File: config.mk
export PLATFORM = sky130hd
export DESIGN_NAME = spi_eeprom_byte_access_master
export DESIGN_NICKNAME = d
export VERILOG_FILES = /design/src/spiee_pkg.sv /design/src/spiee_cfg.sv /design/src/spiee_seq.sv /design/src/spi_eeprom_byte_access_master.sv
export SDC_FILE = /design/constraint.sdc
export NUM_CORES = 1
export LEC_CHECK = 0
export CORE_UTILIZATION = 66
export CTS_CLUSTER_SIZE = 24
export DETAILED_ROUTE_END_ITERATION = 8
export DONT_BUFFER_PORTS = 1
export PLACE_DENSITY = 0.83
export SLEW_MARGIN = 5
export SYNTH_ARGS = -nofsm -noshare
export SYNTH_HDL_FRONTEND = slang
export SYNTH_SLANG_ARGS = --single-unit
File: constraint.sdc
create_clock -name clk -period 4 [get_ports clk]
set_input_delay 1.2 -clock clk [delete_from_list [all_inputs] [get_ports clk]]
set_output_delay 1.2 -clock clk [all_outputs]
set_load 0.02 [all_outputs]
File: src/spiee_pkg.sv
// Shared types and constants for the SPI serial EEPROM byte access master.
// No dependencies; every other file in src imports this package.
`timescale 1ns / 1ps
`default_nettype none

package spiee_pkg;

	// Item kinds on the input channel
	localparam logic [1:0] KIND_READ  = 2'd0;
	localparam logic [1:0] KIND_WRITE = 2'd1;
	localparam logic [1:0] KIND_TICK  = 2'd2;

	// Configuration register indexes
	localparam int CFG_IDX_W = 3;
	localparam logic [CFG_IDX_W-1:0] REG_WREN     = 3'd0;
	localparam logic [CFG_IDX_W-1:0] REG_WRDI     = 3'd1;
	localparam logic [CFG_IDX_W-1:0] REG_RDSR     = 3'd2;
	localparam logic [CFG_IDX_W-1:0] REG_READ_LO  = 3'd3;
	localparam logic [CFG_IDX_W-1:0] REG_READ_HI  = 3'd4;
	localparam logic [CFG_IDX_W-1:0] REG_WRITE_LO = 3'd5;
	localparam logic [CFG_IDX_W-1:0] REG_WRITE_HI = 3'd6;

	// Opcode reset values
	localparam logic [7:0] RST_WREN     = 8'h06;
	localparam logic [7:0] RST_WRDI     = 8'h04;
	localparam logic [7:0] RST_RDSR     = 8'h05;
	localparam logic [7:0] RST_READ_LO  = 8'h03;
	localparam logic [7:0] RST_READ_HI  = 8'h0b;
	localparam logic [7:0] RST_WRITE_LO = 8'h02;
	localparam logic [7:0] RST_WRITE_HI = 8'h0a;

	// Ticks spent between the write frame and the first status poll
	localparam logic [2:0] SETTLE_TICKS = 3'd5;

	// Byte slot that marks the chip select release tick at the end of a frame
	localparam logic [1:0] BYTE_GAP = 2'd3;

	// Status bit 0: write in progress
	localparam int STATUS_WIP_BIT = 0;

	// Address bit that picks the high/low opcode variant
	localparam int ADDR_HI_BIT = 8;

	typedef enum logic [2:0] {
		PH_IDLE   = 3'd0,
		PH_READ   = 3'd1,
		PH_WREN   = 3'd2,
		PH_WRITE  = 3'd3,
		PH_SETTLE = 3'd4,
		PH_POLL   = 3'd5,
		PH_WRDI   = 3'd6
	} phase_t;

	typedef struct packed {
		logic [1:0] kind;
		logic [8:0] address;
		logic [7:0] write_data;
		logic       miso;
	} in_item_t;

	typedef struct packed {
		logic       chip_select_n;
		logic       serial_clock;
		logic       mosi;
		logic       busy_res;
		logic       done_res;
		logic [7:0] read_data;
		logic       rejected;
	} out_item_t;

	typedef struct packed {
		logic [7:0] wren;
		logic [7:0] wrdi;
		logic [7:0] rdsr;
		logic [7:0] read_lo;
		logic [7:0] read_hi;
		logic [7:0] write_lo;
		logic [7:0] write_hi;
	} opcodes_t;

	// Number of bytes in the frame of a phase
	function automatic logic [1:0] frame_bytes(phase_t ph);
		logic [1:0] n;
		unique case (ph)
			PH_READ, PH_WRITE: n = 2'd3;
			PH_POLL:           n = 2'd2;
			default:           n = 2'd1;
		endcase
		return n;
	endfunction

endpackage

`default_nettype wire

File: src/spiee_cfg.sv
// Opcode register file for the SPI EEPROM master: one write port, no read-back.
// Depends on spiee_pkg.
`timescale 1ns / 1ps
`default_nettype none

module spiee_cfg
	import spiee_pkg::*;
(
	input  wire logic                 clk,
	input  wire logic                 arst_n,
	input  wire logic                 cfg_write,
	input  wire logic [CFG_IDX_W-1:0] cfg_index,
	input  wire logic [7:0]           cfg_data,
	output opcodes_t                  opcodes
);

	opcodes_t opc_q;

	// Register writes; an index past the list is dropped
	always_ff @(posedge clk or negedge arst_n) begin
		if (!arst_n) begin
			opc_q <= '{wren: RST_WREN, wrdi: RST_WRDI, rdsr: RST_RDSR,
				read_lo: RST_READ_LO, read_hi: RST_READ_HI,
				write_lo: RST_WRITE_LO, write_hi: RST_WRITE_HI};
		end else if (cfg_write) begin
			unique case (cfg_index)
				REG_WREN:     opc_q.wren     <= cfg_data;
				REG_WRDI:     opc_q.wrdi     <= cfg_data;
				REG_RDSR:     opc_q.rdsr     <= cfg_data;
				REG_READ_LO:  opc_q.read_lo  <= cfg_data;
				REG_READ_HI:  opc_q.read_hi  <= cfg_data;
				REG_WRITE_LO: opc_q.write_lo <= cfg_data;
				REG_WRITE_HI: opc_q.write_hi <= cfg_data;
				default:      ;
			endcase
		end
	end

	assign opcodes = opc_q;

endmodule

`default_nettype wire

File: src/spiee_seq.sv
// Sequencer for the SPI EEPROM master: frame state, shift registers and line
// levels, advanced by one item per enable. Depends on spiee_pkg.
`timescale 1ns / 1ps
`default_nettype none

module spiee_seq
	import spiee_pkg::*;
(
	input  wire logic     clk,
	input  wire logic     arst_n,
	input  wire logic     step,
	input  wire in_item_t item,
	input  wire opcodes_t opcodes,
	output out_item_t     result
);

	phase_t     phase_q, phase_d;
	logic [1:0] byte_q, byte_d;
	logic [2:0] bit_q, bit_d;
	logic       half_q, half_d;
	logic [7:0] tx_q, tx_d;
	logic [7:0] rx_q, rx_d;
	logic [8:0] addr_q, addr_d;
	logic [7:0] data_q, data_d;
	logic [2:0] settle_q, settle_d;
	logic       cs_q, cs_d;
	logic       mosi_q, mosi_d;
	logic       sck_q, sck_d;

	logic       is_req, is_tick, at_gap, rx_byte;
	logic [7:0] tx_sel, tx_src;
	logic [2:0] settle_inc;
	logic [1:0] byte_inc;

	// State registers
	always_ff @(posedge clk or negedge arst_n) begin
		if (!arst_n) begin
			phase_q  <= PH_IDLE;
			byte_q   <= '0;
			bit_q    <= '0;
			half_q   <= 1'b0;
			tx_q     <= '0;
			rx_q     <= '0;
			addr_q   <= '0;
			data_q   <= '0;
			settle_q <= '0;
			cs_q     <= 1'b1;
			mosi_q   <= 1'b0;
			sck_q    <= 1'b0;
		end else if (step) begin
			phase_q  <= phase_d;
			byte_q   <= byte_d;
			bit_q    <= bit_d;
			half_q   <= half_d;
			tx_q     <= tx_d;
			rx_q     <= rx_d;
			addr_q   <= addr_d;
			data_q   <= data_d;
			settle_q <= settle_d;
			cs_q     <= cs_d;
			mosi_q   <= mosi_d;
			sck_q    <= sck_d;
		end
	end

	assign is_req  = (item.kind == KIND_READ) || (item.kind == KIND_WRITE);
	assign is_tick = (item.kind == KIND_TICK) && (phase_q != PH_IDLE);
	assign at_gap  = (byte_q == BYTE_GAP);
	assign rx_byte = ((phase_q == PH_READ) && (byte_q == 2'd2)) ||
		((phase_q == PH_POLL) && (byte_q == 2'd1));
	assign settle_inc = settle_q + 3'd1;
	assign byte_inc   = byte_q + 2'd1;

	// Byte to transmit in the current slot
	always_comb begin
		unique case (phase_q)
			PH_READ: begin
				if (byte_q == 2'd0) begin
					tx_sel = addr_q[ADDR_HI_BIT] ? opcodes.read_hi : opcodes.read_lo;
				end else begin
					tx_sel = addr_q[7:0];
				end
			end
			PH_WREN: tx_sel = opcodes.wren;
			PH_WRITE: begin
				if (byte_q == 2'd0) begin
					tx_sel = addr_q[ADDR_HI_BIT] ? opcodes.write_hi : opcodes.write_lo;
				end else if (byte_q == 2'd1) begin
					tx_sel = addr_q[7:0];
				end else begin
					tx_sel = data_q;
				end
			end
			PH_POLL: tx_sel = opcodes.rdsr;
			default: tx_sel = opcodes.wrdi;
		endcase
	end

	// A new byte is loaded on its first bit
	assign tx_src = (bit_q == 3'd0) ? tx_sel : tx_q;

	// Next state
	always_comb begin
		phase_d  = phase_q;
		byte_d   = byte_q;
		bit_d    = bit_q;
		half_d   = half_q;
		tx_d     = tx_q;
		rx_d     = rx_q;
		addr_d   = addr_q;
		data_d   = data_q;
		settle_d = settle_q;
		cs_d     = cs_q;
		mosi_d   = mosi_q;
		sck_d    = sck_q;
		if (is_req) begin
			if (phase_q == PH_IDLE) begin
				addr_d  = item.address;
				data_d  = item.write_data;
				phase_d = (item.kind == KIND_WRITE) ? PH_WREN : PH_READ;
				byte_d  = '0;
				bit_d   = '0;
				half_d  = 1'b0;
			end
		end else if (is_tick) begin
			if (phase_q == PH_SETTLE) begin
				settle_d = settle_inc;
				if (settle_inc >= SETTLE_TICKS) begin
					phase_d = PH_POLL;
					byte_d  = '0;
					bit_d   = '0;
					half_d  = 1'b0;
				end
			end else if (at_gap) begin
				// release chip select, then pick the next frame
				cs_d   = 1'b1;
				sck_d  = 1'b0;
				byte_d = '0;
				bit_d  = '0;
				half_d = 1'b0;
				unique case (phase_q)
					PH_WREN: phase_d = PH_WRITE;
					PH_WRITE: begin
						settle_d = '0;
						phase_d  = (SETTLE_TICKS == 3'd0) ? PH_POLL : PH_SETTLE;
					end
					PH_POLL: phase_d = rx_q[STATUS_WIP_BIT] ? PH_POLL : PH_WRDI;
					default: phase_d = PH_IDLE;
				endcase
			end else if (!half_q) begin
				// low tick: select, drive or sample
				sck_d  = 1'b0;
				cs_d   = 1'b0;
				half_d = 1'b1;
				if (rx_byte) begin
					rx_d = {rx_q[6:0], item.miso};
				end else begin
					mosi_d = tx_src[7];
					tx_d   = {tx_src[6:0], 1'b0};
				end
			end else begin
				// high tick: raise SCK, count the bit
				sck_d  = 1'b1;
				half_d = 1'b0;
				bit_d  = bit_q + 3'd1;
				if (bit_q == 3'd7) begin
					byte_d = (byte_inc >= frame_bytes(phase_q)) ? BYTE_GAP : byte_inc;
				end
			end
		end
	end

	// Result for this item
	always_comb begin
		result.chip_select_n = cs_d;
		result.serial_clock  = sck_d;
		result.mosi          = mosi_d;
		result.busy_res      = (phase_d != PH_IDLE);
		result.done_res      = is_tick && at_gap &&
			((phase_q == PH_READ) || (phase_q == PH_WRDI));
		result.read_data     = (is_tick && at_gap && (phase_q == PH_READ)) ? rx_q : 8'h00;
		result.rejected      = is_req && (phase_q != PH_IDLE);
	end

endmodule

`default_nettype wire

File: src/spi_eeprom_byte_access_master.sv
// Top level of the SPI EEPROM byte access master: input stage, sequencer,
// opcode registers and result register. Depends on spiee_pkg, spiee_cfg, spiee_seq.
//
// Usage: items arrive on item/item_valid/item_ready, one per transfer. An item
// is a read request, a write request or a tick (one half SCK period). Each item
// yields exactly one result on result/result_valid/result_ready, carrying the
// chip select, SCK and MOSI levels after the item plus busy, done, read data and
// a reject flag for requests made while a sequence runs.
// Path: an accepted item is registered in the input stage and moves on to the
// result register when the stage advances; that load raises result_valid.
// Throughput: one item per clock while the result register drains; the
// sequencer takes one step per item in the cycle the item leaves the input
// stage.
// Stalls: while result_ready is low the result register holds, the input stage
// still takes one more item, and item_ready drops only when both are full.
// Reset: arst_n clears both stages, puts the sequencer idle with chip select
// high and SCK low, and loads the default opcodes. Opcode writes on cfg_write
// take effect at once and are meant for idle periods.
`timescale 1ns / 1ps
`default_nettype none

module spi_eeprom_byte_access_master
	import spiee_pkg::*;
(
	input  wire logic                 clk,
	input  wire logic                 arst_n,
	input  wire logic                 item_valid,
	output logic                      item_ready,
	input  wire in_item_t             item,
	output logic                      result_valid,
	input  wire logic                 result_ready,
	output out_item_t                 result,
	input  wire logic                 cfg_write,
	input  wire logic [CFG_IDX_W-1:0] cfg_index,
	input  wire logic [7:0]           cfg_data
);

	in_item_t  item_s1;
	logic      valid_s1;
	out_item_t result_q;
	logic      result_valid_q;
	out_item_t step_result;
	opcodes_t  opcodes;
	logic      advance;

	// Handshake: the stage moves when the result register is free or draining
	assign advance    = valid_s1 && (!result_valid_q || result_ready);
	assign item_ready = !valid_s1 || advance;

	// Input stage
	always_ff @(posedge clk or negedge arst_n) begin
		if (!arst_n) begin
			valid_s1 <= 1'b0;
		end else if (item_valid && item_ready) begin
			valid_s1 <= 1'b1;
		end else if (advance) begin
			valid_s1 <= 1'b0;
		end
	end

	always_ff @(posedge clk) begin
		if (item_valid && item_ready) begin
			item_s1 <= item;
		end
	end

	spiee_cfg u_cfg (
		.clk       (clk),
		.arst_n    (arst_n),
		.cfg_write (cfg_write),
		.cfg_index (cfg_index),
		.cfg_data  (cfg_data),
		.opcodes   (opcodes)
	);

	spiee_seq u_seq (
		.clk     (clk),
		.arst_n  (arst_n),
		.step    (advance),
		.item    (item_s1),
		.opcodes (opcodes),
		.result  (step_result)
	);

	// Result register
	always_ff @(posedge clk or negedge arst_n) begin
		if (!arst_n) begin
			result_valid_q <= 1'b0;
		end else if (advance) begin
			result_valid_q <= 1'b1;
		end else if (result_ready) begin
			result_valid_q <= 1'b0;
		end
	end

	always_ff @(posedge clk) begin
		if (advance) begin
			result_q <= step_result;
		end
	end

	assign result_valid = result_valid_q;
	assign result       = result_q;

endmodule

`default_nettype wire

==> results of run 1 <==
-- registers in the layout (all words and copies together) (netlist names) --
register / cells
u_seq.byte_q: 2
u_seq.bit_q: 3
valid_s1: 1
u_seq.mosi_q: 1
u_seq.phase_q: 3
u_seq.data_q: 8
u_seq.half_q: 1
u_seq.sck_q: 1
u_seq.cs_q: 1
u_seq.settle_q: 3
result_valid: 1
u_seq.rx_q: 8
result: 14
item_s1: 20
u_seq.addr_q: 9
u_cfg.opcodes: 56
u_seq.tx_q: 7
-- worst max-delay path by stage --
stage	startpoint	to	slack [ns]
after floorplan	result_ready	u_seq.addr_q[6]$_DFFE_PN0P_	0.86
after global placement	result_ready	u_seq.rx_q[0]$_DFFE_PN0P_	1.02
after detailed placement	result_ready	u_seq.rx_q[6]$_DFFE_PN0P_	0.95
after CTS	u_seq.phase_q[0]$_DFFE_PN0P_	u_seq.byte_q[1]$_DFFE_PN0P_	1.12
after global routing	u_seq.byte_q[1]$_DFFE_PN0P_	u_seq.tx_q[5]$_DFFE_PN0P_	0.92
final	u_seq.byte_q[1]$_DFFE_PN0P_	u_seq.tx_q[5]$_DFFE_PN0P_	1.06
-- per-stage QoR --
stage	hold WS [ns]	power, uW	worst slack (ns)
final	0.364	4470	1.06
after global routing	0.333	4670	0.919
after CTS	0.345	4480	1.12
after detailed placement	0.468	2970	0.955
after global placement	0.460	2910	1.02
after floorplan	0.454	2720	0.856
-- metal layers --
| metal | global-route usage [%] | vias up | share of wire (%) |
|---|---|---|---|
| met4 | 11.7 | 0 | 2.1 |
| met5 | 0 | - | 0 |
| met1 | 37.2 | 2085 | 43 |
| li1 | - | 1855 | - |
| met3 | 9.02 | 27 | 6.2 |
| met2 | 45.7 | 177 | 49 |
-- synthesized netlist by cell type (2+ instances only) --
cell | number | share of area, %
dfrtp_1 | 91 | 35
mux2_2 | 86 | 15
edfxtp_1 | 34 | 16
nand2_1 | 34 | 2.0
nor2_1 | 21 | 1.2
mux2i_1 | 19 | 2.9
o21ai_0 | 19 | 1.5
clkbuf_1 | 17 | 0.99
nand2b_1 | 15 | 1.5
a21oi_1 | 14 | 1.1
dfstp_2 | 14 | 5.7
ha_1 | 12 | 2.3
inv_1 | 11 | 0.64
and2_1 | 10 | 0.97
a211oi_1 | 9 | 1.0
nor2b_1 | 9 | 0.87
o31ai_1 | 9 | 1.0
nand3_1 | 8 | 0.62
a2bb2oi_1 | 7 | 0.95
o221ai_1 | 7 | 0.95
a21boi_0 | 6 | 0.70
nand4b_1 | 5 | 0.68
nor3_1 | 4 | 0.31
buf_1 | 3 | 0.17
buf_6 | 3 | 0.52
nor3b_1 | 3 | 0.35
a22o_1 | 2 | 0.27
a31oi_1 | 2 | 0.19
a32o_1 | 2 | 0.31
and3b_1 | 2 | 0.27
buf_2 | 2 | 0.15
nand3b_1 | 2 | 0.23
nor3b_2 | 2 | 0.39
nor4_1 | 2 | 0.19
o211ai_1 | 2 | 0.23
o21bai_1 | 2 | 0.23
or3_1 | 2 | 0.19
-- cell type report --
cell class | count | area (um^2)
multi-input combinational | 332 | 2640
timing repair buffer | 6 | 45.0
clock inverter | 11 | 120
fill | 572 | 2250
tap | 129 | 161
inverter | 11 | 41.3
sequential | 139 | 3670
clock buffer | 21 | 449
-- cells by family (layout without fill, tap and decap cells) --
family | count (synthesis) | after routing | synth area share [%]
flops | 139 | 139 | 56.7
simple gates | 125 | 125 | 10.6
mux | 105 | 105 | 17.9
compound gates | 89 | 89 | 9.85
buf+inv | 36 | 49 | 2.48
fa+ha+maj | 12 | 12 | 2.32
xor+xnor | 1 | 1 | 0.135
-- power by group --
| group | internal [uW] | switching [uW] |
|---|---|---|
| clock network | 917 | 583 |
| logic | 476 | 434 |
| registers | 1790 | 276 |
-- worst register-to-register path, cell delays in order (launching register included) --
cell and delay [ns]:
dfrtp_1 0.39, inv_1 0.10, ha_1 0.41, mux2_2 0.41, a2111oi_4 0.63, and2_1 0.44, nand2b_4 0.12, o31ai_1 0.33
==> summary.txt, run 1 <==
Status: completed
Worst Reg-to-Reg Cells: 7
Core Util, Final: 76.0%
Detailed placer's ending HPWL: 8810 um
Fin Clk Skew: 0.00541 ns
RR Startpoint: u_seq.byte_q[1]$_DFFE_PN0P_
Die Width: 101 um
# diodes: 0
Bufs and invs on worst path: 1
Die Ht: 101 um
Post-Syn Nets: 555
Synth unique cells: 52
Clock buffer count from CTS: 17
Worst min path class: input port to async pin
1st-pass router iterations: 5
Gp weighted congestion: 0.926
Worst Path Arrival: 3.35 ns
Cts hold-fix bufs: 0
Ys async rst share: 75.5%
RR Endpoint: u_seq.tx_q[5]$_DFFE_PN0P_
Share of layout cells above drive strength 1: 27.3%
Setup bufs post-CTS: 0
CTS H-Tree Depth: 4
Commonest non-fill, non-tap cell in the layout: dfrtp_1
Critical-path maximum fanout: 15
Cell Area, Synth: 6470 um^2
Final min period: 2.94 ns
Area grow syn2layout: 10.2%
Crit end category: register
Placement Cell Area: 6560 um^2
Commonest cells after routing, fill and taps aside: 91 x dfrtp_1, 86 x mux2_2, 34 x nand2_1, 34 x edfxtp_1, 21 x nor2_1
Clock transition at path regs: 0.06 ns
Rows: 35
Fin. Hold Viols: 0
Post-Layout Inst Area: 7130 um^2
Wire length per cell: 20.1 um
Pwr dens: 628 nW/um^2
Grt ovf: 0
Unrepaired setup endpoints after global routing: no
Startpoint class of the critical path: register
Die area: 10200 um^2
CP peak stage delay: 0.63 ns
Main synth FF type: dfrtp_1
Number of global-route vias before repair: 4346
Nets: 555
CTS tree: yes
Max-cap violation count: 0
Crit-path slowest cell: a2111oi_4
Vias: 4144
Worst slew margin: 37.4%
Worst Tran Pin Value: 0.938 ns
Detailed Route WL: 13000 um
Fmax: 340 MHz
DP Cell Count: 617
Initial antenna violation count: 0
Clk_lat worst skew: 0.53 ns
CTS max path bufs: 2
Fraction of the yosys area taken by sequential cells: 56.7%
Number of synthesized flops with an enable pin: 34
Stages on worst setup path: 7
Post-CTS Resized: 0
Clk sinks: 139
Max-slew violations: 0
Worst path cell trace: inv_1 -> ha_1 -> mux2_2 -> a2111oi_4 -> and2_1 -> nand2b_4 -> o31ai_1
Reg2Reg Setup Slack: 1.06 ns
WS Path Type: register to register
Placeable Area: 9370 um^2
Synth Area per Inst: 12.8 um^2
Post-Route Setup TNS: 0 ns
Non-Filler Instances: 649
I/O pin cnt: 52
DR iter-0 viols: 232
Largest net degree at the start of global routing: 106
Peak supply drop: 442 uV
GRT Total Usage: 28.9%
Final worst path period share: 73.6%
Yosys warning total: 0
Buffers on Ports: 0
Mapped Cells: 507
P_leak: 0.00290 uW
CP delay by family, top: compound AO/OA/AOI/OAI gates
Root buf cell: clkbuf_8
First-pass GRT wire length: 21600 um
Yosys reg bits: 139
Initial cell density of the core: 69.0%
Routed vias/inst: 6.39
Final setup violation count: 0
DRC: 0
Worst EP required: 4.41 ns
Final ANT Viol Nets: 0
No activity file was read; power rests on OpenSTA's default activity.
==> inputs of run 2 (changes only) <==
--- a/config.mk
+++ b/config.mk
@@ -5,11 +5,12 @@
 export SDC_FILE = /design/constraint.sdc
 export NUM_CORES = 1
 export LEC_CHECK = 0
-export CORE_UTILIZATION = 66
+export ABC_AREA = 1
+export CORE_UTILIZATION = 63
 export CTS_CLUSTER_SIZE = 24
 export DETAILED_ROUTE_END_ITERATION = 8
 export DONT_BUFFER_PORTS = 1
-export PLACE_DENSITY = 0.83
+export PLACE_DENSITY = 0.8
 export SLEW_MARGIN = 5
 export SYNTH_ARGS = -nofsm -noshare
 export SYNTH_HDL_FRONTEND = slang
==> constraint.sdc (replaced) <==
create_clock -name clk -period 2.83 [get_ports clk]
set_input_delay 0.849 -clock clk [delete_from_list [all_inputs] [get_ports clk]]
set_output_delay 0.849 -clock clk [all_outputs]
set_load 0.02 [all_outputs]
==> run 2 against run 1 <==
  * Power is 64% higher
  * Global-route usage is 0.55 points higher
  * Cell count is 36% higher
==> summary.txt, run 2 <==
Status: completed (unchanged)
Final min period: 2.20 ns (was 2.94 ns)
Worst slew margin: 55.7% (was 37.4%)
Wire length per cell: 15.6 um (was 20.1 um)
Area grow syn2layout: 10.3% (was 10.2%)
Vias: 4965 (was 4144)
Fmax: 455 MHz (was 340 MHz)
Fill count: 762 (was 572)
Share of layout cells above drive strength 1: 10.1% (was 27.3%)
Clk sinks: 139 (unchanged)
Nets: 787 (was 555)
Fin Clk Skew: 0.00573 ns (was 0.00541 ns)
WS Path Type: register to register (unchanged)
Commonest cells after routing, fill and taps aside: 216 x nand2_1, 101 x o21ai_0, 91 x dfrtp_1 (was 91 x dfrtp_1, 86 x mux2_2, 34 x nand2_1, 34 x edfxtp_1, 21 x nor2_1)
Pre-CTS setup slack: 0.694 ns (was 0.955 ns)
Fraction of the yosys area taken by sequential cells: 57.1% (was 56.7%)
Detailed placer's ending HPWL: 9160 um (was 8810 um)
Unrepaired setup endpoints after global routing: no (unchanged)
Number of global-route vias before repair: 4734 (was 4346)
Fin. Hold Viols: 0 (unchanged)
Worst EP required: 3.12 ns (was 4.41 ns)
Clock buffer count from CTS: 17 (unchanged)
Final setup violation count: 0 (unchanged)
Die Ht: 103 um (was 101 um)
DRC: 0 (unchanged)
Max reg flops: 56 (unchanged)
Worst Tran Pin Value: 0.663 ns (was 0.938 ns)
Grt ovf: 0 (unchanged)
Number of synthesized flops with an enable pin: 34 (unchanged)
Initial antenna violation count: 0 (unchanged)
Worst Path Arrival: 2.49 ns (was 3.35 ns)
Clock transition at path regs: 0.06 ns (about the same)
Initial cell density of the core: 65.4% (was 69.0%)
Worst min path class: input port to async pin (unchanged)
Main synth FF type: dfrtp_1 (unchanged)
Pwr dens: 1030 nW/um^2 (was 628 nW/um^2)
Yosys reg bits: 139 (unchanged)
Die area: 10600 um^2 (was 10200 um^2)
Final ANT Viol Nets: 0 (unchanged)
Crit end category: register (unchanged)
Post-Syn Nets: 783 (was 555)
Startpoint class of the critical path: register (unchanged)
Die Width: 103 um (was 101 um)
# diodes: 0 (unchanged)
Post-Route Setup TNS: 0 ns (unchanged)
Ys async rst share: 75.5% (unchanged)
Mapped Cells: 735 (was 507)
Yosys top cell area share: 35.5% (was 35.2%)
Buffers on Ports: 0 (unchanged)
Reg2Reg Setup Slack: 0.63 ns (was 1.06 ns)
Synth Area per Inst: 8.74 um^2 (was 12.8 um^2)
Largest net degree at the start of global routing: 92 (was 106)
Root buf cell: clkbuf_8 (unchanged)
Largest cells by area after synthesis: dfrtp_1 35%, edfxtp_1 16%, nand2_1 13% (was dfrtp_1 35%, edfxtp_1 16%, mux2_2 15%)
Peak supply drop: 670 uV (was 442 uV)
1st-pass router iterations: 5 (unchanged)
Critical-path maximum fanout: 14 (was 15)
Synth unique cells: 35 (was 52)
Final WS setup: 0.631 ns (was 1.06 ns)
Final worst path period share: 77.7% (was 73.6%)
Max-slew violations: 0 (unchanged)
DR iter-0 viols: 348 (was 232)
Cell taking the most area after synthesis: dfrtp_1 (unchanged)
CTS max path bufs: 2 (unchanged)
Placeable Area: 9820 um^2 (was 9370 um^2)
Commonest non-fill, non-tap cell in the layout: nand2_1 (was dfrtp_1)
CTS tree: yes (unchanged)
Max-cap violation count: 0 (unchanged)
Clk_lat worst skew: 0.54 ns (was 0.53 ns)
Most common cell in the synthesized netlist: nand2_1 (was dfrtp_1)
Detailed Route WL: 13800 um (was 13000 um)
Commonest cells in the netlist: 216 x nand2_1, 101 x o21ai_0, 91 x dfrtp_1 (was 91 x dfrtp_1, 86 x mux2_2, 34 x edfxtp_1, 34 x nand2_1, 21 x nor2_1)
GRT Total Usage: 29.4% (was 28.9%)
Cell Area, Synth: 6420 um^2 (was 6470 um^2)
Rows: 36 (was 35)
Routed vias/inst: 5.61 (was 6.39)
Core Util, Final: 72.2% (was 76.0%)
CTS H-Tree Depth: 4 (unchanged)
First-pass GRT wire length: 22900 um (was 21600 um)
Gp weighted congestion: 0.927 (was 0.926)
P_leak: 0.00328 uW (was 0.00290 uW)
I/O pin cnt: 52 (unchanged)
Post-CTS Resized: 0 (unchanged)
Yosys warning total: 0 (unchanged)
[run 2: path summary, 6_finish.rpt]
check	start	endpoint	cells past startpoint
setup / recovery	u_seq.phase_q[2]$_DFFE_PN0P_	result[10]$_DFFE_PP_	9
hold / removal	arst_n	u_cfg.opcodes[42]$_DFFE_PN1P_	0
setup reg to reg	u_seq.phase_q[2]$_DFFE_PN0P_	result[10]$_DFFE_PP_	9
hold reg to reg	item_s1[6]$_DFFE_PP_	u_seq.data_q[5]$_DFFE_PN0P_	2
max in group asynchronous	arst_n	u_cfg.opcodes[27]$_DFFE_PN0P_	1
min in group clk	item[1]	item_s1[1]$_DFFE_PP_	0
[run 2: timing repair]
action / CTS / global route
hold endpoints to repair: 91 / 0
hold buffers: 1 / 0
buffers inserted: 0 / 0
[run 2: cell families after synthesis]
group,share of synthesized area [%]
simple gates,21.5
compound gates,12.4
flops,57.1
buf+inv,6.53
fa+ha+maj,2.34
xor+xnor,0.136
[run 2: layer usage]
metal | track usage [%] | up-vias | part of all wire [%]
met2 | 47.4 | 175 | 49
met4 | 12.2 | 0 | 2.2
met3 | 7.59 | 26 | 5.7
met5 | 0 | - | 0
met1 | 38.1 | 2383 | 43
li1 | - | 2381 | -
[run 2: stage by stage]
step | instances | hold slack [ns] | power (uW) | cell area (um^2)
floorplan | 735 | 0.418 | 4610 | 6420
global placement | 852 | 0.431 | 5110 | 6520
detailed placement | 852 | 0.432 | 5210 | 6520
CTS | 885 | 0.126 | 7310 | 7090
global route | 885 | 0.123 | 7790 | 7090
finish | 885 | 0.146 | 7320 | 7090
[run 2: worst max-delay path, cell delays in order, from the launching register on]
cell and delay (ns):
dfrtp_1 0.67, inv_1 0.21, nand2_1 0.20, nand2_2 0.12
nor2_2 0.17, inv_1 0.07, o21ai_0 0.19, nand2_1 0.11
nor2_1 0.12, nand3_1 0.08
[run 2: cell type report]
class / instances / area, um^2 / share of cell area [%]
clock buffers: 24 / 440 / 6.22
clock inverters: 8 / 95.1 / 1.34
inverters: 84 / 315 / 4.45
multi-input cells: 491 / 2340 / 33.0
flip-flops and latches: 139 / 3670 / 51.7
well taps: 133 / 166 / 2.35
repair buffers: 6 / 65.1 / 0.918
[run 2: report_power, final]
| part | switching [uW] | leakage (uW) | internal (uW) |
|---|---|---|---|
| Clock | 794 | 0.000257 | 1250 |
| Combinational | 1570 | 0.00141 | 760 |
| Sequential | 352 | 0.00162 | 2590 |
| Total | 2720 | 0.00328 | 4600 |
